--- src/hw/rtl/tal_pkg.sv ---
// Shared types and constants for the tag allowlist block.
// Used by the top level tag_allowlist_enroll_remove; depends on nothing.
`timescale 1ns / 1ps
`default_nettype none

package tal_pkg;

    // Fixed field widths of the item channels.
    localparam int KEY_W     = 60;
    localparam int ID_BYTES  = 7;
    localparam int COUNT_W   = 5;
    localparam int SLOT_W    = 4;
    localparam int WINDOW_W  = 16;
    localparam int TIME_W    = 32;

    // Defaults for the top-level parameters.
    localparam int TABLE_SLOTS_DEF = 4;
    localparam int KEY_BYTES_DEF   = 7;

    // Configuration port.
    localparam int          PADDR_W           = 3;
    localparam logic        REG_REPEAT_WINDOW = 1'b0;
    localparam logic [15:0] WINDOW_RESET      = 16'd4000;

    // Result kinds.
    typedef enum logic [2:0] {
        OUT_READ_FAILED = 3'd0,
        OUT_KNOWN_SHOWN = 3'd1,
        OUT_KNOWN_REMOVED = 3'd2,
        OUT_ENROLLED = 3'd3,
        OUT_EMPTY_REJECTED = 3'd4,
        OUT_TABLE_FULL = 3'd5
    } outcome_t;

endpackage

`default_nettype wire

--- src/hw/rtl/tal_ram.sv ---
// Generic single-write, single-read RAM with a registered read port.
// Stands alone; instanced by the tag allowlist top level.
`timescale 1ns / 1ps
`default_nettype none

module tal_ram #(
    parameter int WIDTH  = 8,
    parameter int DEPTH  = 4,
    parameter int ADDR_W = (DEPTH > 1) ? $clog2(DEPTH) : 1
) (
    input  wire logic              aclk,
    input  wire logic              wr_en,
    input  wire logic [ADDR_W-1:0] wr_addr,
    input  wire logic [WIDTH-1:0]  wr_data,
    input  wire logic              rd_en,
    input  wire logic [ADDR_W-1:0] rd_addr,
    output logic      [WIDTH-1:0]  rd_data
);

    logic [WIDTH-1:0] mem [DEPTH];

    // Write port, and read data registered from the address, in the cycle after it.
    always_ff @(posedge aclk) begin
        if (wr_en) begin
            mem[wr_addr] <= wr_data;
        end
        if (rd_en) begin
            rd_data <= mem[rd_addr];
        end
    end

endmodule

`default_nettype wire

--- src/hw/rtl/tag_allowlist_enroll_remove.sv ---
// Top level of the tag allowlist: key forming, table search, enrolment and removal.
// Depends on tal_pkg and on the RAM tal_ram, which holds the key table.
`timescale 1ns / 1ps
`default_nettype none

// Each accepted item is one card read; exactly one result item follows it, in
// order. The block works on one item at a time. An item is first taken in,
// then each table entry is compared in turn (the key table sits in a RAM
// with one read port and a registered read, so the search walks one slot a
// cycle), then for a removal each later entry is moved down a slot, and
// finally an enrolment is decided (on a miss) and the output register is
// loaded. A failed read goes straight from intake to loading the output
// register. The longest case is an unknown card against a full table.
// Loading the output register waits while an earlier result is still held
// there. The next item is taken while the previous result still waits in
// the output register. repeat_window_ms sits at byte address 0 of the
// register port and resets to 4000. The entry count and last key seen are
// cleared by reset, but the table is not; no clearing pass is needed, as
// only the first entry_count slots are ever compared.
module tag_allowlist_enroll_remove #(
    parameter int TABLE_SLOTS = tal_pkg::TABLE_SLOTS_DEF,
    parameter int KEY_BYTES   = tal_pkg::KEY_BYTES_DEF
) (
    input  wire logic                        aclk,
    input  wire logic                        aresetn,
    // Input items.
    input  wire logic                        s_tvalid,
    output logic                             s_tready,
    // s_tdata: id_length [3:0], id_bytes [59:4], time_ms [91:60], zero fill.
    input  wire logic [95:0]                 s_tdata,
    // s_tuser: read_ok [0].
    input  wire logic [0:0]                  s_tuser,
    // Result items.
    output logic                             m_tvalid,
    input  wire logic                        m_tready,
    // m_tdata: slot [3:0], entry_count [8:4], zero fill.
    output logic [15:0]                      m_tdata,
    // m_tuser: outcome [2:0].
    output logic [2:0]                       m_tuser,
    // Register port.
    input  wire logic                        psel,
    input  wire logic                        penable,
    input  wire logic                        pwrite,
    input  wire logic [tal_pkg::PADDR_W-1:0] paddr,
    input  wire logic [31:0]                 pwdata,
    output logic [31:0]                      prdata,
    output logic                             pready
);

    import tal_pkg::*;

    localparam int AW = (TABLE_SLOTS > 1) ? $clog2(TABLE_SLOTS) : 1;
    localparam logic [COUNT_W-1:0] SLOTS_C = COUNT_W'(TABLE_SLOTS);

    typedef enum logic [2:0] {
        S_IDLE,
        S_SEARCH,
        S_SHIFT,
        S_MISS,
        S_EMIT
    } state_t;

    state_t                state_reg;
    logic [KEY_W-1:0]      key_reg;
    logic [TIME_W-1:0]     now_reg;
    logic [AW-1:0]         idx_reg;
    logic [COUNT_W-1:0]    key_count_reg;
    logic [KEY_W-1:0]      last_key_reg;
    logic [TIME_W-1:0]     last_time_reg;
    logic [WINDOW_W-1:0]   window_reg;
    outcome_t              res_outcome_reg;
    logic [SLOT_W-1:0]     res_slot_reg;
    logic                  m_tvalid_reg;
    outcome_t              m_outcome_reg;
    logic [SLOT_W-1:0]     m_slot_reg;
    logic [COUNT_W-1:0]    m_count_reg;

    logic                  s_accept;
    logic                  cfg_write;
    logic [KEY_W-1:0]      in_key;
    logic [COUNT_W-1:0]    idx_p1;
    logic [COUNT_W-1:0]    idx_p2;
    logic                  hit;
    logic                  repeat_read;
    logic                  ram_wr_en;
    logic [AW-1:0]         ram_wr_addr;
    logic [KEY_W-1:0]      ram_wr_data;
    logic                  ram_rd_en;
    logic [AW-1:0]         ram_rd_addr;
    logic [KEY_W-1:0]      ram_rd_data;

    // Key from a card read: length class in the top nibble, kept bytes below.
    function automatic logic [KEY_W-1:0] form_key(input logic [3:0]  len,
                                                 input logic [55:0] bytes);
        logic [3:0]  cls;
        logic [3:0]  kept;
        logic [55:0] kept_bytes;
        cls  = (len <= 4'(KEY_BYTES)) ? len : 4'(KEY_BYTES + 1);
        kept = len;
        if (kept > 4'(KEY_BYTES)) begin
            kept = 4'(KEY_BYTES);
        end
        if (kept > 4'(ID_BYTES)) begin
            kept = 4'(ID_BYTES);
        end
        for (int b = 0; b < ID_BYTES; b++) begin
            kept_bytes[55 - 8 * b -: 8] = (4'(b) < kept) ? bytes[55 - 8 * b -: 8] : 8'h00;
        end
        return {cls, kept_bytes};
    endfunction

    // Handshakes.
    assign s_tready  = (state_reg == S_IDLE);
    assign s_accept  = s_tvalid && s_tready;
    assign pready    = 1'b1;
    assign cfg_write = psel && penable && pwrite && pready;

    assign in_key = form_key(s_tdata[3:0], s_tdata[59:4]);

    // Slot arithmetic, kept at the entry-count width, wider than a slot index.
    assign idx_p1 = COUNT_W'(idx_reg) + COUNT_W'(1);
    assign idx_p2 = COUNT_W'(idx_reg) + COUNT_W'(2);

    // Comparison of the entry read last cycle and the repeat test.
    assign hit         = (ram_rd_data == key_reg);
    assign repeat_read = (last_key_reg == key_reg)
                      && ((now_reg - last_time_reg) <= TIME_W'(window_reg));

    // RAM read port: slot 0 on accept, then the next slot while searching or moving down.
    always_comb begin
        ram_rd_en   = 1'b0;
        ram_rd_addr = '0;
        case (state_reg)
            S_IDLE: begin
                ram_rd_en = s_accept;
            end
            S_SEARCH: begin
                ram_rd_en   = (idx_p1 < key_count_reg);
                ram_rd_addr = AW'(idx_p1);
            end
            S_SHIFT: begin
                ram_rd_en   = (idx_p2 < key_count_reg);
                ram_rd_addr = AW'(idx_p2);
            end
            default: begin
                ram_rd_en = 1'b0;
            end
        endcase
    end

    // RAM write port: moved-down entries during removal, new key on enrolment.
    always_comb begin
        ram_wr_en   = 1'b0;
        ram_wr_addr = idx_reg;
        ram_wr_data = ram_rd_data;
        case (state_reg)
            S_SHIFT: begin
                ram_wr_en = 1'b1;
            end
            S_MISS: begin
                ram_wr_en   = (key_count_reg < SLOTS_C) && (key_reg[KEY_W-1 -: 4] != 4'd0);
                ram_wr_addr = key_count_reg[AW-1:0];
                ram_wr_data = key_reg;
            end
            default: begin
                ram_wr_en = 1'b0;
            end
        endcase
    end

    tal_ram #(
        .WIDTH  (KEY_W),
        .DEPTH  (TABLE_SLOTS),
        .ADDR_W (AW)
    ) u_key_table (
        .aclk    (aclk),
        .wr_en   (ram_wr_en),
        .wr_addr (ram_wr_addr),
        .wr_data (ram_wr_data),
        .rd_en   (ram_rd_en),
        .rd_addr (ram_rd_addr),
        .rd_data (ram_rd_data)
    );

    // Sequencer, table state, register and output register.
    always_ff @(posedge aclk) begin
        if (!aresetn) begin
            state_reg       <= S_IDLE;
            key_reg         <= '0;
            now_reg         <= '0;
            idx_reg         <= '0;
            key_count_reg   <= '0;
            last_key_reg    <= '0;
            last_time_reg   <= '0;
            window_reg      <= WINDOW_RESET;
            res_outcome_reg <= OUT_READ_FAILED;
            res_slot_reg    <= '0;
            m_tvalid_reg    <= 1'b0;
            m_outcome_reg   <= OUT_READ_FAILED;
            m_slot_reg      <= '0;
            m_count_reg     <= '0;
        end else begin
            if (cfg_write && (paddr[2] == REG_REPEAT_WINDOW)) begin
                window_reg <= pwdata[WINDOW_W-1:0];
            end
            // A taken result empties the output register unless a new one is loaded.
            if (m_tvalid_reg && m_tready && (state_reg != S_EMIT)) begin
                m_tvalid_reg <= 1'b0;
            end
            case (state_reg)
                S_IDLE: begin
                    if (s_accept) begin
                        key_reg <= in_key;
                        now_reg <= s_tdata[91:60];
                        idx_reg <= '0;
                        if (!s_tuser[0]) begin
                            res_outcome_reg <= OUT_READ_FAILED;
                            res_slot_reg    <= '0;
                            state_reg       <= S_EMIT;
                        end else if (key_count_reg == '0) begin
                            state_reg <= S_MISS;
                        end else begin
                            state_reg <= S_SEARCH;
                        end
                    end
                end
                S_SEARCH: begin
                    if (hit) begin
                        last_key_reg  <= key_reg;
                        last_time_reg <= now_reg;
                        res_slot_reg  <= SLOT_W'(idx_reg);
                        if (repeat_read) begin
                            res_outcome_reg <= OUT_KNOWN_REMOVED;
                            if (idx_p1 < key_count_reg) begin
                                state_reg <= S_SHIFT;
                            end else begin
                                key_count_reg <= key_count_reg - COUNT_W'(1);
                                state_reg     <= S_EMIT;
                            end
                        end else begin
                            res_outcome_reg <= OUT_KNOWN_SHOWN;
                            state_reg       <= S_EMIT;
                        end
                    end else if (idx_p1 < key_count_reg) begin
                        idx_reg <= AW'(idx_p1);
                    end else begin
                        state_reg <= S_MISS;
                    end
                end
                S_SHIFT: begin
                    // The entry read last cycle is written one slot lower in this cycle.
                    if (idx_p2 < key_count_reg) begin
                        idx_reg <= AW'(idx_p1);
                    end else begin
                        key_count_reg <= key_count_reg - COUNT_W'(1);
                        state_reg     <= S_EMIT;
                    end
                end
                S_MISS: begin
                    last_key_reg  <= key_reg;
                    last_time_reg <= now_reg;
                    res_slot_reg  <= '0;
                    if (key_count_reg < SLOTS_C) begin
                        if (key_reg[KEY_W-1 -: 4] == 4'd0) begin
                            res_outcome_reg <= OUT_EMPTY_REJECTED;
                        end else begin
                            res_outcome_reg <= OUT_ENROLLED;
                            key_count_reg   <= key_count_reg + COUNT_W'(1);
                        end
                    end else begin
                        res_outcome_reg <= OUT_TABLE_FULL;
                    end
                    state_reg <= S_EMIT;
                end
                S_EMIT: begin
                    if (!m_tvalid_reg || m_tready) begin
                        m_tvalid_reg  <= 1'b1;
                        m_outcome_reg <= res_outcome_reg;
                        m_slot_reg    <= res_slot_reg;
                        m_count_reg   <= key_count_reg;
                        state_reg     <= S_IDLE;
                    end
                end
                default: begin
                    state_reg <= S_IDLE;
                end
            endcase
        end
    end

    // Output and register read-back.
    assign m_tvalid = m_tvalid_reg;
    assign m_tuser  = m_outcome_reg;
    assign m_tdata  = {7'd0, m_count_reg, m_slot_reg};
    assign prdata   = (paddr[2] == REG_REPEAT_WINDOW) ? {16'd0, window_reg} : 32'd0;

`ifndef NO_ASSERTIONS
    // The entry count never passes the table size.
    a_count_bound: assert property (@(posedge aclk) disable iff (!aresetn)
        key_count_reg <= SLOTS_C)
        else $error("entry count exceeds table size");

    // Table writes land only below the count, or at the first free slot on enrolment.
    a_write_place: assert property (@(posedge aclk) disable iff (!aresetn)
        ram_wr_en |-> ((state_reg == S_SHIFT) && (idx_p1 < key_count_reg))
                   || ((state_reg == S_MISS) && (key_count_reg < SLOTS_C)))
        else $error("key table written outside the live entries");

    // The count holds while the block waits for an item.
    a_count_idle: assert property (@(posedge aclk) disable iff (!aresetn)
        (state_reg == S_IDLE) |=> $stable(key_count_reg))
        else $error("entry count changed while idle");

    // Only results for a known card carry a slot.
    a_slot_zero: assert property (@(posedge aclk) disable iff (!aresetn)
        (m_tvalid_reg && (m_outcome_reg != OUT_KNOWN_SHOWN)
         && (m_outcome_reg != OUT_KNOWN_REMOVED)) |-> (m_slot_reg == '0))
        else $error("slot set on a result without a match");
`endif

endmodule

`default_nettype wire
--- config.mk ---
export PLATFORM = sky130hd
export DESIGN_NAME = tag_allowlist_enroll_remove
export DESIGN_NICKNAME = d
export VERILOG_FILES = /design/src/hw/rtl/tal_pkg.sv /design/src/hw/rtl/tal_ram.sv /design/src/hw/rtl/tag_allowlist_enroll_remove.sv
export SDC_FILE = /design/constraint.sdc
export NUM_CORES = 1
export LEC_CHECK = 0
export BUFFER_PORTS_ARGS = -buffer_cell sky130_fd_sc_hd__buf_2
export CORE_AREA = 2 2 202 204
export CTS_CLUSTER_DIAMETER = 100
export CTS_CLUSTER_SIZE = 24
export DETAILED_ROUTE_END_ITERATION = 10
export DIE_AREA = 0 0 204 206
export PLACE_DENSITY = 0.85
export SLEW_MARGIN = 25
export SYNTH_ARGS = -nofsm -noshare
export SYNTH_HDL_FRONTEND = slang
export SYNTH_SLANG_ARGS = --single-unit
--- constraint.sdc ---
create_clock -name aclk -period 6.08 [get_ports aclk]
set_input_delay 0.608 -clock aclk [delete_from_list [all_inputs] [get_ports aclk]]
set_output_delay 0.608 -clock aclk [all_outputs]
set_load 0.005 [all_outputs]
# Yosys cells after proc, flatten, opt, wreduce, memory -nomap -nowiden
# Memory sizes are Yosys's and may differ from the RTL's. A register that Yosys moved wholly into a read port is not among the register bits.
# Cells that the tools add are included.
[totals] regBits=230 mem_bits_rw=240 in_bits=139 output_inout_bits=54 word_cells=138 n_memories=1
[classes] n_addsub=5 order_cmp=14 eq_ne=20 n_mux=58 n_bitwise=1 reduce_logical=25
[memory_table] memory="u_key_table.mem" depth=4 word_bits=60 rd=1 rd_ports_with_merged_regs=1 wr=1 line="tal_ram.sv:20" rtl="logic [WIDTH-1:0] mem [DEPTH];"
[op_table] op="$eq 60x60->1" n=2
[op_table] op="$mux 60" n=2
[op_table] op="$pmux 60 s2" n=1
[op_table] op="$pmux 32 s2" n=1
[op_table] op="$mux 8" n=7
[op_table] op="$mux 3" n=13
[op_table] op="$le 32x16->1" n=1
[op_table] op="$mux 32" n=1
[op_table] op="$sub 32x32->32" n=1
[op_table] op="$mux 5" n=6
[op_table] op="$mux 4" n=6
[op_table] op="$ne 2x2->1 const B" n=11
[op_table] op="$mux 16" n=1
[op_table] op="$pmux 3 s5" n=1
[op_table] op="$pmux 5 s3" n=1
[op_table] op="$mux 2" n=7
[op_table] op="$lt 3x4->1 const A" n=3
[op_table] op="$pmux 4 s3" n=1
[op_table] op="$lt 3x5->1" n=2
[op_table] op="$pmux 3 s3" n=1
[op_table] op="$reduce_bool 3->1" n=3
[op_table] op="$gt 4x3->1 const B" n=2
[op_table] op="$logic_and 1x1->1" n=8
[op_table] op="$lt 1x4->1 const A" n=2
[op_table] op="other kinds (29)" n=39

# Logic depth before layout (Yosys ltp)
[depth] ltp_word=6 depth_mapped=19 ltp_nobuf=19

# Cells and area by module
# From an unflattened synthesis, not the netlist that was laid out.
[unflattened] cells_unflattened=2244 area_unflattened_um2=24596.1
[modules_own_cells] module="tag_allowlist_enroll_remove" n_inst=1 cells_each=1866 area_per_inst_um2=14039.7 seq_area_each_um2=4524.3
[modules_own_cells] module="tal_ram" n_inst=1 cells_each=378 area_per_inst_um2=10556.4 seq_area_each_um2=9008.6

# Worst setup path before layout
# OpenSTA, ideal clock, no wires.
[synth_timing] kind="register to register" startpoint="reg state_reg[0]" endpoint="mem u_key_table.mem[3][0] in the netlist's numbering (enable)" setup_time_ps=478 t_arrival_ps=4110 required_time_ps=5602 setup_slack_ps=1492 stages_incl_launch_ff=7 path_buffers=3 synth_period_minus_slack_ps=4588 cell_sequence="dfxtp_1 -> clkbuf_1 -> nand2_1 -> clkbuf_1 -> clkbuf_1 -> mux2i_1 -> nor2_1"
[synth_via] elab_chain_len=4 elab_cells_between_ends=6 classes_between="eq/ne (2); mux (4)"
[synth_lines] item="from (decl)" line="tag_allowlist_enroll_remove.sv:63" rtl="state_t state_reg;"
[synth_lines] item="from (signal assigned)" line="tag_allowlist_enroll_remove.sv:188" rtl="state_reg <= S_IDLE;"
[synth_lines] item="from (signal assigned)" line="tag_allowlist_enroll_remove.sv:219" rtl="state_reg <= S_EMIT;"
[synth_lines] item="from (signal assigned)" line="tag_allowlist_enroll_remove.sv:221" rtl="state_reg <= S_MISS;"
[synth_lines] item="$eq 3x2->1" line="tag_allowlist_enroll_remove.sv:156" rtl="case (state_reg)"
[synth_lines] item="$pmux 1 s2" line="tag_allowlist_enroll_remove.sv:156"
[synth_lines] item="$mux 1" line="tal_ram.sv:24" rtl="if (wr_en) begin"
[synth_lines] item="$mux 1 (not written as such)" line="tal_ram.sv:25" rtl="mem[wr_addr] <= wr_data;"
[synth_lines] item="to (decl)" line="tal_ram.sv:20"
# Parallel ways exist; a longest one is shown, timed or not.

# Worst setup path after layout
[layout_timing] startpoint="reg now_reg[0]" endpoint="reg state_reg[2]"
[layout_via] elab_chain_len=6
[layout_lines] item="from (decl)" line="tag_allowlist_enroll_remove.sv:65" rtl="logic [TIME_W-1:0] now_reg;"
[layout_lines] item="from (signal assigned)" line="tag_allowlist_enroll_remove.sv:214" rtl="now_reg <= s_tdata[91:60];"
[layout_lines] item="$sub 32x32->32" line="tag_allowlist_enroll_remove.sv:127" rtl="&& ((now_reg - last_time_reg) <= TIME_W'(window_reg));"
[layout_lines] item="$le 32x16->1" line="tag_allowlist_enroll_remove.sv:127"
[layout_lines] item="$logic_and 1x1->1" line="tag_allowlist_enroll_remove.sv:127"
[layout_lines] item="$mux 3" line="tag_allowlist_enroll_remove.sv:232" rtl="if (repeat_read) begin"
[layout_lines] item="$mux 3" line="tag_allowlist_enroll_remove.sv:228" rtl="if (hit) begin"
[layout_lines] item="$pmux 3 s5" line="tag_allowlist_enroll_remove.sv:210" rtl="case (state_reg)"
[layout_lines] item="to (signal assigned)" line="tag_allowlist_enroll_remove.sv:219"
[layout_lines] item="to (signal assigned)" line="tag_allowlist_enroll_remove.sv:235" rtl="state_reg <= S_SHIFT;"
[layout_lines] item="to (signal assigned)" line="tag_allowlist_enroll_remove.sv:238" rtl="state_reg <= S_EMIT;"
# Every way passes these cells.
# A chain may end at the register's enable or synchronous reset.

==> results.py <==
metrics = {
    "sta": {
        "timing.final.crit_period_ns": 4.75,
        "setup_violations": 0,
        "fin_tns_setup_ns": 0,
        "relSlewSlack_pct": 34.5,
        "hold_viol": 0,
        "finalCritPeriodShare_pct": 78.1,
        "whs_ns": 0.244,
        "max_freq_mhz": 211,
        "finalClockSkew_ns": 0.0230,
        "maxSlewViolCount": 0,
        "rsz0062_at_grt": "no",
        "tightest_slew_ns": 0.983,
    },
    "synth": {
        "yosysSeqAreaShare_pct": 57.4,
        "yosys_warnings": 0,
        "synth_area_leader_cell": "edfxtp_1",
        "synthArstFlopShare_pct": 0,
        "avgSynthCellArea_um2": 11.9,
        "ys.flop_type": "edfxtp_1",
        "synth.distinct_cells": 73,
        "synthTopCellsByArea": "edfxtp_1 (38%), dfxtp_1 (19%), mux4_2 (5.7%), nor2_1 (3.7%), a21oi_1 (3.3%)",
        "synthCells": 1985,
        "yosys.area.top_type_share_pct": 38.2,
        "synth.ff_latch_count": 526,
        "syn_area_mm2": 0.0236,
        "synth_edf_count": 300,
    },
    "cells_and_area": {
        "nNetsFinal": 2267,
        "n_fill_cell": 2978,
        "diodes": 0,
        "layout_commonest_cell": "edfxtp_1",
        "drive_gt1_share_pct": 16.2,
        "layout_common_cells": "edfxtp_1 (300), dfxtp_1 (226), nor2_1 (224)",
        "synthToLayoutAreaGrowth_pct": 7.78,
        "largest_reg_flops": 240,
        "regMostFlops": "u_key_table.mem",
    },
    "clocking": {
        "cts-root-buf": "clkbuf_16",
        "cts_tree": "done",
        "cts_resized": 0,
        "post_cts_buffers": 0,
        "clk_latency_ns": 0.60,
        "h-tree-depth": 1,
        "clockBufferDepth": 3,
        "holdBufCountCts": 0,
        "cts_made_buffers": 25,
        "numClockSinks": 526,
        "clkTransAtPathRegs_ns": 0.10,
    },
    "worst_setup_path": {
        "cp_max_fo": 9,
        "cp_cell_sequence": "inv_1 > ha_1 > fa_1 > nor2b_2 > o2111ai_1 > a21oi_2 > nor2_1 > o21bai_1 > xor2_1 > ha_1 > nand4_1 > or2_2 > o32a_1 > or4_1 > nor4_4 > nand3_1 > a21o_1",
        "max_stage_delay_ns": 0.60,
        "path_buf_inv": 1,
        "critPathKind": "flop to flop",
        "crit_required_ns": 6.57,
        "start_kind": "flop",
        "cpLargestDelayFamily": "simple AND/OR/NAND/NOR gates",
        "worst_path_max_delay_cell": "or4_1",
        "path_common_cell": "ha_1",
        "cp.arrival_ns": 5.24,
        "end_kind": "flop",
    },
    "grt": {
        "gr-usage-all-layers_pct": 25.8,
        "antenna_found_initial": 0,
        "first_global_vias": 15600,
        "grt_first_pass_wirelength_um": 84300,
        "grt-ovfl-total": 0,
        "grt_max_degree": 79,
    },
    "route": {
        "wl_per_cell_um": 20.7,
        "num_vias": 15700,
        "first_pass_iters": 5,
        "antenna_left": 0,
        "routed_wl_um": 54300,
        "via_per_inst": 6.00,
        "drc": 0,
        "drt_iter0_markers": 1442,
    },
    "floorplan": {
        "die_h_um": 206,
        "coreArea_mm2": 0.0402,
        "pin_count": 193,
        "rows": 74,
        "die_width_um": 204,
        "die-area_mm2": 0.0420,
        "start_util_pct": 58.7,
    },
    "outcome": {
        "status": "complete, no violations",
    },
    "run": {
        "max_cap_viol_count": 0,
    },
    "power_and_ir_drop": {
        "powerDensity_mw_per_mm2": 406,
        "p_leak_uw": 0.00937,
        "peakVddDrop_uv": 266,
    },
    "place": {
        "gp_congestion": 0.868,
        "dp_hpwl_um": 35900,
        "io_buffers": 144,
    },
    "hold_path": {
        "hold_class": "input pin to flop",
    },
}
[through the flow]
stage / cells / util (%) / setup slack [ns] / cell area [um^2] / total power (uW)
floorplan: 2009 / - / 1.49 / 23700 / 7490
global placement: 2576 / 61.4 / 1.42 / 24700 / 8290
detailed placement: 2576 / 61.4 / 1.36 / 24700 / 8470
CTS: 2620 / 63.2 / 1.33 / 25400 / 10300
global route: 2620 / 63.3 / 0.983 / 25400 / 10800
finish: 2620 / 63.3 / 1.33 / 25400 / 10300
[path summary, 6_finish.rpt]
kind	from	to	slack, ns	depth (start not counted)
worst max register to register	now_reg[0]	state_reg[2]	1.33	17
worst min register to register	window_reg[13]	window_reg[13]	0.47	2
worst max-delay path	now_reg[0]	state_reg[2]	1.33	17
worst min-delay path	s_tdata[36]	key_reg[32]	0.24	3
[power breakdown]
| part | switching [uW] | leakage (uW) | internal (uW) | total, uW |
|---|---|---|---|---|
| logic | 2000 | 0.00445 | 1410 | 3410 |
| registers | 415 | 0.00457 | 4610 | 5030 |
| clock network | 1090 | 0.000345 | 799 | 1890 |
| total | 3500 | 0.00937 | 6830 | 10300 |
[synth_stat cells, types with 4 or more instances]
library cell  count
nor2_1          230
edfxtp_1        300
nor4_1           26
mux4_2           60
a21oi_1         157
a21o_1           17
mux2_2           62
nand3_1          53
o21ai_0          19
dfxtp_1         226
xor2_1           89
o211ai_1         14
a22oi_1          32
o21bai_1          4
nor2b_1          11
buf_2            11
nand2b_1          9
and3_1            4
mux2i_1          72
nor3_1           10
o21ai_1           4
xnor2_1          58
buf_1            13
nand2_1         167
clkbuf_1         74
ha_1             55
and2_1            5
nand4_1          30
o22ai_1           4
buf_4            26
a31oi_1          10
inv_1            63
o31ai_1           4
o21a_1            7
[worst min-delay path: cells and delay by family]
family / cells / cell delay (ns)
AND/OR/NAND/NOR: 1 / 0.07
buffers and inverters: 1 / 0.08
AO/OA/AOI/OAI: 1 / 0.05
[layout make-up]
class	instances	area (um^2)	share of cell area [%]
Sequential cell	526	13500	53.2
Clock buffer	43	703	2.77
Tap cell	532	666	2.62
Multi-Input combinational cell	1294	9400	37.0
Timing Repair Buffer	160	853	3.36
Inverter	64	245	0.965
Clock inverter	1	20.0	0.0788
[routing by layer]
| layer | track usage (%) | up-vias | wire length, um |
|---|---|---|---|
| met5 | 0 | - | 0 |
| met4 | 10.5 | 0 | 2340 |
| met3 | 3.06 | 113 | 3660 |
| met2 | 45.5 | 588 | 27100 |
| met1 | 32.4 | 7733 | 21200 |
| li1 | - | 7275 | - |
[cell families (layout without fill, tap and decap cells)]
group | after synthesis | count (layout) | share of synthesized area, %
other | 2 | 26 | 0.0318
AO/OA/AOI/OAI | 297 | 297 | 7.77
buffers and inverters | 189 | 268 | 3.51
AND/OR/NAND/NOR | 573 | 573 | 11.0
multiplexers | 194 | 194 | 11.7
flip-flops | 526 | 526 | 57.4
XOR/XNOR | 147 | 147 | 5.46
adder cells (fa/ha/maj) | 57 | 57 | 3.09
Power figures use the tool's default switching activity.
